===== config.mk =====
export PLATFORM = sky130hd
export DESIGN_NAME = seven_segment_scan_driver_flat
export DESIGN_NICKNAME = d
export VERILOG_FILES = /design/src/rtl/core/ssd_pkg.sv /design/src/rtl/core/ssd_chan_if.sv /design/src/rtl/core/seven_segment_scan_driver.sv /design/src/rtl/core/ssd_cfg_regs.sv /design/src/rtl/core/ssd_scan_core.sv /design/src/rtl/core/ssd_out_stage.sv /design/src/flat_wrapper.sv
export SDC_FILE = /design/constraint.sdc
export NUM_CORES = 1
export LEC_CHECK = 0
export BUFFER_PORTS_ARGS = -buffer_cell sky130_fd_sc_hd__buf_2
export CORE_ASPECT_RATIO = 1.75
export CORE_MARGIN = 3
export CORE_UTILIZATION = 35
export CTS_BUF_LIST = sky130_fd_sc_hd__clkbuf_8
export DETAILED_ROUTE_END_ITERATION = 7
export MAX_ROUTING_LAYER = met4
export PLACE_DENSITY = 0.58
export SLEW_MARGIN = 0
export SYNTH_ARGS = -nofsm -noshare
export SYNTH_HDL_FRONTEND = slang
export SYNTH_SLANG_ARGS = --single-unit

===== constraint.sdc =====
create_clock -name clk -period 14.6 [get_ports clk]
set_clock_uncertainty 0.2 [all_clocks]
set_input_delay 1.46 -clock clk [delete_from_list [all_inputs] [get_ports clk]]
set_output_delay 1.46 -clock clk [all_outputs]
set_load 0.01 [all_outputs]

===== src/rtl/core/ssd_pkg.sv =====
// ----------------------------------------------------------------------------
// ssd_pkg
// Shared types, codes and the glyph table of the seven-segment scan driver.
// ----------------------------------------------------------------------------
package ssd_pkg;

  localparam int unsigned SEG_COUNT   = 7;
  localparam int unsigned DIGIT_LINES = 4;
  localparam int unsigned CODE_W      = 5;
  localparam int unsigned GLYPH_COUNT = 32;

  localparam logic [CODE_W-1:0] BLANK_CODE  = 5'd31;
  localparam logic [7:0]        BLANK_RESET = 8'd64;

  typedef enum logic {
    FUNC_TICK  = 1'b0,
    FUNC_WRITE = 1'b1
  } ssd_func_t;

  typedef enum logic {
    REG_BLANK_TICKS  = 1'b0,
    REG_COMMON_ANODE = 1'b1
  } ssd_reg_t;

  typedef struct packed {
    ssd_func_t         func;
    logic [1:0]        digit_index;
    logic [CODE_W-1:0] char_code;
  } ssd_in_t;

  typedef struct packed {
    logic [SEG_COUNT-1:0]   segment_enable;
    logic [SEG_COUNT-1:0]   segment_level;
    logic [DIGIT_LINES-1:0] digit_enable;
    logic [DIGIT_LINES-1:0] digit_level;
  } ssd_out_t;

  typedef struct packed {
    ssd_reg_t   index;
    logic [7:0] wdata;
  } ssd_cfg_wr_t;

  // Register contents as seen by the scan logic
  typedef struct packed {
    logic [7:0] blank_ticks;
    logic       common_anode;
  } ssd_cfg_t;

  // bit6 = a ... bit0 = g
  localparam logic [SEG_COUNT-1:0] GLYPH_ROM [GLYPH_COUNT] = '{
    7'h7E, 7'h30, 7'h6D, 7'h79, 7'h33, 7'h5B, 7'h5F, 7'h70,
    7'h7F, 7'h7B, 7'h08, 7'h63, 7'h1D, 7'h1F, 7'h47, 7'h4E,
    7'h0F, 7'h37, 7'h15, 7'h05, 7'h3C, 7'h3D, 7'h0E, 7'h10,
    7'h4F, 7'h77, 7'h40, 7'h41, 7'h49, 7'h66, 7'h72, 7'h00
  };

  function automatic logic [2:0] count_lit(input logic [SEG_COUNT-1:0] pat);
    logic [2:0] n;
    n = 3'd0;
    for (int i = 0; i < SEG_COUNT; i++) begin
      n = n + {2'b00, pat[i]};
    end
    return n;
  endfunction

endpackage


===== src/rtl/core/ssd_chan_if.sv =====
// ----------------------------------------------------------------------------
// ssd_chan_if
// Valid/ready channel carrying one payload per transaction.
// ----------------------------------------------------------------------------
interface ssd_chan_if #(
  parameter type payload_t = logic
) ();

  logic     valid;
  logic     ready;
  payload_t data;

  modport source (output valid, output data, input ready);
  modport sink   (input valid, input data, output ready);

endinterface


===== src/rtl/core/seven_segment_scan_driver.sv =====
// ----------------------------------------------------------------------------
// seven_segment_scan_driver
// Multiplexed seven-segment display driver with equal-brightness scan.
// ----------------------------------------------------------------------------
//  channel  dir  payload                                   per transaction
//  in_ch    in   func, digit_index, char_code              tick or char write
//  out_ch   out  segment/digit enables and levels          one per tick
//  cfg_ch   in   index, wdata                              register write
//
//  One item per cycle sustained while out_ch is ready; a tick's result
//  passes through the input register, loaded at the accepting edge, and
//  then the result register before it is offered on out_ch.
//  Character writes give no result and never wait on out_ch.
//  Reset blanks every digit, clears the scan and loads a 64-tick blank gap.
//  A stalled out_ch holds one result; a second tick then waits in the input
//  register and in_ch.ready drops.  cfg_ch is always ready.
// ----------------------------------------------------------------------------
module seven_segment_scan_driver #(
  parameter int DIGIT_COUNT = 4
) (
  input  logic       clk,
  input  logic       rst_n,
  ssd_chan_if.sink   in_ch,
  ssd_chan_if.source out_ch,
  ssd_chan_if.sink   cfg_ch
);

  ssd_pkg::ssd_cfg_t cfg;

  ssd_chan_if #(.payload_t(ssd_pkg::ssd_out_t)) res_ch ();

  ssd_cfg_regs u_cfg_regs (
    .clk    (clk),
    .rst_n  (rst_n),
    .cfg_ch (cfg_ch),
    .cfg    (cfg)
  );

  ssd_scan_core #(
    .DIGIT_COUNT (DIGIT_COUNT)
  ) u_scan_core (
    .clk    (clk),
    .rst_n  (rst_n),
    .in_ch  (in_ch),
    .res_ch (res_ch.source),
    .cfg    (cfg)
  );

  ssd_out_stage u_out_stage (
    .clk    (clk),
    .rst_n  (rst_n),
    .res_ch (res_ch.sink),
    .out_ch (out_ch)
  );

endmodule


===== src/rtl/core/ssd_cfg_regs.sv =====
// ----------------------------------------------------------------------------
// ssd_cfg_regs
// Configuration registers: blank interval and pin polarity.
// ----------------------------------------------------------------------------
module ssd_cfg_regs (
  input  logic             clk,
  input  logic             rst_n,
  ssd_chan_if.sink         cfg_ch,
  output ssd_pkg::ssd_cfg_t cfg
);

  logic [7:0] blank_ticks_r;
  logic       common_anode_r;

  assign cfg_ch.ready     = 1'b1;
  assign cfg.blank_ticks  = blank_ticks_r;
  assign cfg.common_anode = common_anode_r;

  always_ff @(posedge clk) begin
    if (!rst_n) begin
      blank_ticks_r  <= ssd_pkg::BLANK_RESET;
      common_anode_r <= 1'b1;
    end else if (cfg_ch.valid) begin
      unique case (cfg_ch.data.index)
        ssd_pkg::REG_BLANK_TICKS:  blank_ticks_r  <= cfg_ch.data.wdata;
        ssd_pkg::REG_COMMON_ANODE: common_anode_r <= cfg_ch.data.wdata[0];
        default: ;
      endcase
    end
  end

endmodule


===== src/rtl/core/ssd_scan_core.sv =====
// ----------------------------------------------------------------------------
// ssd_scan_core
// Input register, character store and scan counters; works out the pin
// pattern for each tick in one pass.
// ----------------------------------------------------------------------------
module ssd_scan_core #(
  parameter int DIGIT_COUNT = 4
) (
  input  logic              clk,
  input  logic              rst_n,
  ssd_chan_if.sink          in_ch,
  ssd_chan_if.source        res_ch,
  input  ssd_pkg::ssd_cfg_t cfg
);

  localparam int PW = $clog2(DIGIT_COUNT);

  // input stage
  logic             item_valid_r;
  ssd_pkg::ssd_in_t item_r;
  logic             advance;

  // scan state
  logic [ssd_pkg::CODE_W-1:0]    char_store_r   [DIGIT_COUNT];
  logic [ssd_pkg::CODE_W-1:0]    char_store_nxt [DIGIT_COUNT];
  logic [PW-1:0]                 scan_pos_r, scan_pos_nxt;
  logic [2:0]                    on_count_r, on_count_nxt;
  logic [7:0]                    blank_count_r, blank_count_nxt;
  logic [ssd_pkg::SEG_COUNT-1:0] shown_seg_r, shown_seg_nxt;
  logic [DIGIT_COUNT-1:0]        shown_digit_r, shown_digit_nxt;

  logic [ssd_pkg::SEG_COUNT-1:0]         glyph;
  logic [DIGIT_COUNT+ssd_pkg::DIGIT_LINES-1:0] digit_wide;
  logic [ssd_pkg::DIGIT_LINES-1:0]       digit_pins;
  logic                                  is_tick;

  assign is_tick      = (item_r.func == ssd_pkg::FUNC_TICK);
  assign advance      = item_valid_r && (!is_tick || res_ch.ready);
  assign in_ch.ready  = !item_valid_r || advance;
  assign res_ch.valid = item_valid_r && is_tick;

  always_comb begin
    char_store_nxt  = char_store_r;
    scan_pos_nxt    = scan_pos_r;
    on_count_nxt    = on_count_r;
    blank_count_nxt = blank_count_r;
    shown_seg_nxt   = shown_seg_r;
    shown_digit_nxt = shown_digit_r;
    glyph           = ssd_pkg::GLYPH_ROM[char_store_r[scan_pos_r]];

    if (!is_tick) begin
      // writes past the last digit fall through the decoder
      for (int i = 0; i < DIGIT_COUNT; i++) begin
        if (int'(item_r.digit_index) == i) begin
          char_store_nxt[i] = item_r.char_code;
        end
      end
    end else if (on_count_r != 3'd0) begin
      on_count_nxt = on_count_r - 3'd1;
    end else begin
      shown_seg_nxt   = '0;
      shown_digit_nxt = '0;
      if (blank_count_r != 8'd0) begin
        blank_count_nxt = blank_count_r - 8'd1;
      end else begin
        shown_seg_nxt   = glyph;
        shown_digit_nxt = {{(DIGIT_COUNT-1){1'b0}}, 1'b1} << scan_pos_r;
        // on-time follows segment count for even brightness
        on_count_nxt    = ssd_pkg::count_lit(glyph);
        blank_count_nxt = cfg.blank_ticks;
        if (scan_pos_r == PW'(DIGIT_COUNT - 1)) begin
          scan_pos_nxt = '0;
        end else begin
          scan_pos_nxt = scan_pos_r + PW'(1);
        end
      end
    end
  end

  // digit lines beyond the four pins are dropped, fewer are zero-padded
  assign digit_wide = {{ssd_pkg::DIGIT_LINES{1'b0}}, shown_digit_nxt};
  assign digit_pins = digit_wide[ssd_pkg::DIGIT_LINES-1:0];

  assign res_ch.data.segment_enable = shown_seg_nxt;
  assign res_ch.data.segment_level  = cfg.common_anode ? '0 : shown_seg_nxt;
  assign res_ch.data.digit_enable   = digit_pins;
  assign res_ch.data.digit_level    = cfg.common_anode ? digit_pins : '0;

  always_ff @(posedge clk) begin
    if (!rst_n) begin
      item_valid_r <= 1'b0;
    end else if (in_ch.ready) begin
      item_valid_r <= in_ch.valid;
    end
  end

  always_ff @(posedge clk) begin
    if (in_ch.ready && in_ch.valid) begin
      item_r <= in_ch.data;
    end
  end

  always_ff @(posedge clk) begin
    if (!rst_n) begin
      for (int i = 0; i < DIGIT_COUNT; i++) begin
        char_store_r[i] <= ssd_pkg::BLANK_CODE;
      end
      scan_pos_r    <= '0;
      on_count_r    <= 3'd0;
      blank_count_r <= ssd_pkg::BLANK_RESET;
      shown_seg_r   <= '0;
      shown_digit_r <= '0;
    end else if (advance) begin
      char_store_r  <= char_store_nxt;
      scan_pos_r    <= scan_pos_nxt;
      on_count_r    <= on_count_nxt;
      blank_count_r <= blank_count_nxt;
      shown_seg_r   <= shown_seg_nxt;
      shown_digit_r <= shown_digit_nxt;
    end
  end

endmodule


===== src/rtl/core/ssd_out_stage.sv =====
// ----------------------------------------------------------------------------
// ssd_out_stage
// Result register decoupling the scan logic from the output channel.
// ----------------------------------------------------------------------------
module ssd_out_stage (
  input  logic       clk,
  input  logic       rst_n,
  ssd_chan_if.sink   res_ch,
  ssd_chan_if.source out_ch
);

  logic              out_valid_r;
  ssd_pkg::ssd_out_t out_data_r;

  assign res_ch.ready = !out_valid_r || out_ch.ready;
  assign out_ch.valid = out_valid_r;
  assign out_ch.data  = out_data_r;

  always_ff @(posedge clk) begin
    if (!rst_n) begin
      out_valid_r <= 1'b0;
    end else if (res_ch.ready) begin
      out_valid_r <= res_ch.valid;
    end
  end

  always_ff @(posedge clk) begin
    if (res_ch.ready && res_ch.valid) begin
      out_data_r <= res_ch.data;
    end
  end

endmodule


===== src/flat_wrapper.sv =====
// flat-port wrapper written by rule: the top's interface ports become plain ports
module seven_segment_scan_driver_flat 
#(
  parameter int DIGIT_COUNT = 4
)
  (clk, rst_n, in_ch_valid, in_ch_data, in_ch_ready, out_ch_valid, out_ch_data, out_ch_ready, cfg_ch_valid, cfg_ch_data, cfg_ch_ready);
  ssd_chan_if #(.payload_t(ssd_pkg::ssd_in_t)) in_ch_i ();
  ssd_chan_if #(.payload_t(ssd_pkg::ssd_out_t)) out_ch_i ();
  ssd_chan_if #(.payload_t(ssd_pkg::ssd_cfg_wr_t)) cfg_ch_i ();
  input  logic clk;
  input  logic rst_n;
  input wire logic [$bits(in_ch_i.valid)-1:0] in_ch_valid;
  input wire logic [$bits(in_ch_i.data)-1:0] in_ch_data;
  output wire logic [$bits(in_ch_i.ready)-1:0] in_ch_ready;
  output wire logic [$bits(out_ch_i.valid)-1:0] out_ch_valid;
  output wire logic [$bits(out_ch_i.data)-1:0] out_ch_data;
  input wire logic [$bits(out_ch_i.ready)-1:0] out_ch_ready;
  input wire logic [$bits(cfg_ch_i.valid)-1:0] cfg_ch_valid;
  input wire logic [$bits(cfg_ch_i.data)-1:0] cfg_ch_data;
  output wire logic [$bits(cfg_ch_i.ready)-1:0] cfg_ch_ready;
  assign in_ch_i.valid = in_ch_valid;
  assign in_ch_i.data = in_ch_data;
  assign in_ch_ready = in_ch_i.ready;
  assign out_ch_valid = out_ch_i.valid;
  assign out_ch_data = out_ch_i.data;
  assign out_ch_i.ready = out_ch_ready;
  assign cfg_ch_i.valid = cfg_ch_valid;
  assign cfg_ch_i.data = cfg_ch_data;
  assign cfg_ch_ready = cfg_ch_i.ready;
  seven_segment_scan_driver #(.DIGIT_COUNT(DIGIT_COUNT)) u_core (.clk(clk), .rst_n(rst_n), .in_ch(in_ch_i), .out_ch(out_ch_i), .cfg_ch(cfg_ch_i));
endmodule

==> impl_metrics.toml <==
[clock_network]
ctsHoldBuffers = 0
cts_tree = "done"
insertion_delay_ps = 360
post_cts_buffers = 0
htreeDepth = 3
numCtsBuffers = 9
clock-sinks = 85
post_cts_resized = 0
clkTransAtPathRegs_ps = 90
clockBufferDepth = 2
cts_root_buf = "clkbuf_8"

[sta]
worstMarginPinSlew_ps = 1080
holdWs_ps = 262
max_clock_freq_ghz = 0.196
fin_setup_tns_ps = 0
hold_viol_final = 0
final-max-slew-violation-count = 0
maxSlewHeadroom = 0.276
setup_viol = 0
rsz0062_at_grt = "false"
min_period_over_period = 0.350
fin_crit_ps = 5100

[worst_setup_path]
worst-endpoint-arrival_ps = 5090
start_kind = "register"
cp.required_ps = 14590
worst_path_most_repeated_cell = "fa_1"
cp_max_fo = 10
path_class = "register to register"
crit_chain = "mux4_2, inv_1, ha_1, nor2_1, a2111oi_0, a221oi_2, fa_1, inv_1, fa_1, inv_1, fa_1, fa_1, o31ai_1, a221oi_1"
slowest_delay_ps = 680
crit_slowest_cell = "mux4_2"
crit_path_end_kind = "register"

[global_route]
gr-total-overflow = 0
track_usage = 0.145
grt_pass1_vias = 3074
antenna_found_initial = 0
grt_max_degree = 34
grt_pass1_wl_um = 14700

[synth]
yosys.area_share.simple = 0.166
async_flop_share = 0
syn_area_per_cell_um2 = 10.2
synth_fa_ha_area_frac = 0.0606
ys_warn_count = 0
ys_types = 52
synth_compound_area_frac = 0.149
synthTopCellsByArea = "dfxtp_1, edfxtp_1, mux2i_1"
synth.area.mux_share = 0.0939
synth_edf_count = 30
synthTopCellsByCount = "nand2_1, dfxtp_1, edfxtp_1"
syn_area_mm2 = 0.00421
syn-num-nets = 453
yosysMostFrequentCell = "nand2_1"
ys_ff_latch = 85
synthXorXnorAreaFrac = 0.0104
synth_top_area_cell = "dfxtp_1"
syn_inst = 413
yosysTopAreaCellShare = 0.261
yosysSeqAreaShare = 0.475
synthFlopType = "dfxtp_1"
synth_top_family_by_area = "simple AND/OR/NAND/NOR gates"

[floorplan]
coreArea_mm2 = 0.0116
dieArea_mm2 = 0.0134
ios = 47
die_y_um = 151
die_x_um = 88.9
floorplan.initialDensity = 0.362
rows = 52

[flow_run]
cap_violations = 0

[route]
firstDrtPassIters = 4
drc_errors = 0
drt-vias-per-instance = 5.27
wl_per_cell_um = 15.0
vias = 3104
wirelength_um = 8850
ant_nets = 0
drt_iter0_markers = 175

[layout]
layout.cells.non_filler = 589
final_util = 0.406
num_antenna_cells = 0
area_delta_synth_final_pct = 12.2
final_nets = 489
drive_above_1_share = 0.170

[status]
status = "finished clean"

[pwr]
p_per_area_mw_per_mm2 = 100
total_power_w = 0.000474
ir_worst_vdd_mv = 0.0519
leakage_nw = 1.91

[min_path]
hp-class = "register to register"

[placed_design]
io_buffers = 45
place_congestion = 0.824
place_hpwl_um = 6660
dp_cells = 573
-- worst paths after layout --
check,from,to,slack (ps),cells after the start
setup reg to reg,u_core.u_scan_core.scan_pos_r[1],u_core.u_scan_core.on_count_r[1],9500,14
hold reg to reg,u_core.u_cfg_regs.blank_ticks_r[4],u_core.u_cfg_regs.blank_ticks_r[4],260,2
setup / recovery,u_core.u_scan_core.scan_pos_r[1],u_core.u_scan_core.on_count_r[1],9500,14
hold / removal,u_core.u_cfg_regs.blank_ticks_r[4],u_core.u_cfg_regs.blank_ticks_r[4],260,2
-- power by group --
part	switching, W	internal (W)	leakage [nW]	total [W]
sequential	0.00000525	0.000251	0.731	0.000256
combinational	0.0000233	0.0000142	1.06	0.0000375
clock	0.0000842	0.0000959	0.116	0.000180
total	0.000113	0.000361	1.91	0.000474
-- final cells by class --
| class | instances | area (um^2) |
|---|---|---|
| flip-flops and latches | 85 | 2000 |
| clock buffers | 9 | 124 |
| well taps | 135 | 169 |
| fillers | 1157 | 6920 |
| clock inverters | 7 | 91.3 |
| multi-input cells | 286 | 2020 |
| repair buffers | 47 | 240 |
| inverters | 20 | 75.1 |
-- per-layer routing --
| layer | track usage | routed length (um) |
|---|---|---|
| met1 | 0.163 | 3610 |
| met2 | 0.241 | 4630 |
| met3 | 0.0256 | 334 |
| met4 | 0.0756 | 267 |
| met5 | - | 0 |
-- cells in the final DEF, fill, tap and decap left out, types with 3 or more instances in the layout --
cell type	instances
fa_1	4
mux4_2	6
dfxtp_1	55
o31ai_1	4
a32o_1	6
a22o_1	10
nand2_1	64
edfxtp_1	30
ha_1	14
nor2b_1	6
nand2b_1	11
nand3_1	19
o21a_1	3
inv_1	22
mux2i_1	26
nor2_1	20
a221oi_1	3
clkbuf_8	9
and2_1	6
a22o_4	4
nor3_1	4
o21ai_0	9
buf_2	45
a31oi_1	6
a21oi_1	27
xnor2_1	4
-- logic make-up (layout without fill, tap and decap cells) --
kind of cell / count (synthesis) / after routing
xor gates and xnor gates: 5 / 5
muxes: 32 / 32
AOI/OAI and AO/OA: 86 / 86
other: 1 / 1
and+or+nand+nor: 144 / 144
DFF: 85 / 85
adders and majority gates: 18 / 18
buffers and inverters: 42 / 83
-- metrics by stage --
| step | area, um^2 | setup WS, ps |
|---|---|---|
| after floorplan | 4210 | 9820 |
| after global placement | 4510 | 9550 |
| after detailed placement | 4510 | 9490 |
| after CTS | 4730 | 9480 |
| after global routing | 4730 | 9220 |
| final | 4730 | 9500 |
-- worst max-delay path, delay by kind of cell (launching register included) --
| kind | cells | cell delay [ps] |
|---|---|---|
| AOI/OAI and AO/OA | 4 | 1050 |
| adders and majority gates | 5 | 2090 |
| buffers and inverters | 3 | 270 |
| DFF | 1 | 570 |
| muxes | 1 | 680 |
| and+or+nand+nor | 1 | 70 |
-- flip-flops by register name, indices dropped and copies added, names as in the netlist --
name / flops
u_core.u_scan_core.blank_count_r: 8
u_core.u_scan_core.item_valid_r: 1
u_core.u_out_stage.out_ch.data: 22
u_core.u_scan_core.shown_seg_r: 7
u_core.u_cfg_regs.blank_ticks_r: 8
u_core.u_scan_core.item_r: 8
u_core.u_out_stage.out_ch.valid: 1
u_core.u_scan_core.on_count_r: 3
u_core.u_scan_core.scan_pos_r: 2
u_core.u_cfg_regs.common_anode_r: 1
u_core.u_scan_core.shown_digit_r: 4
u_core.u_scan_core.char_store_r: 20
(Power assumes the default switching activity.)
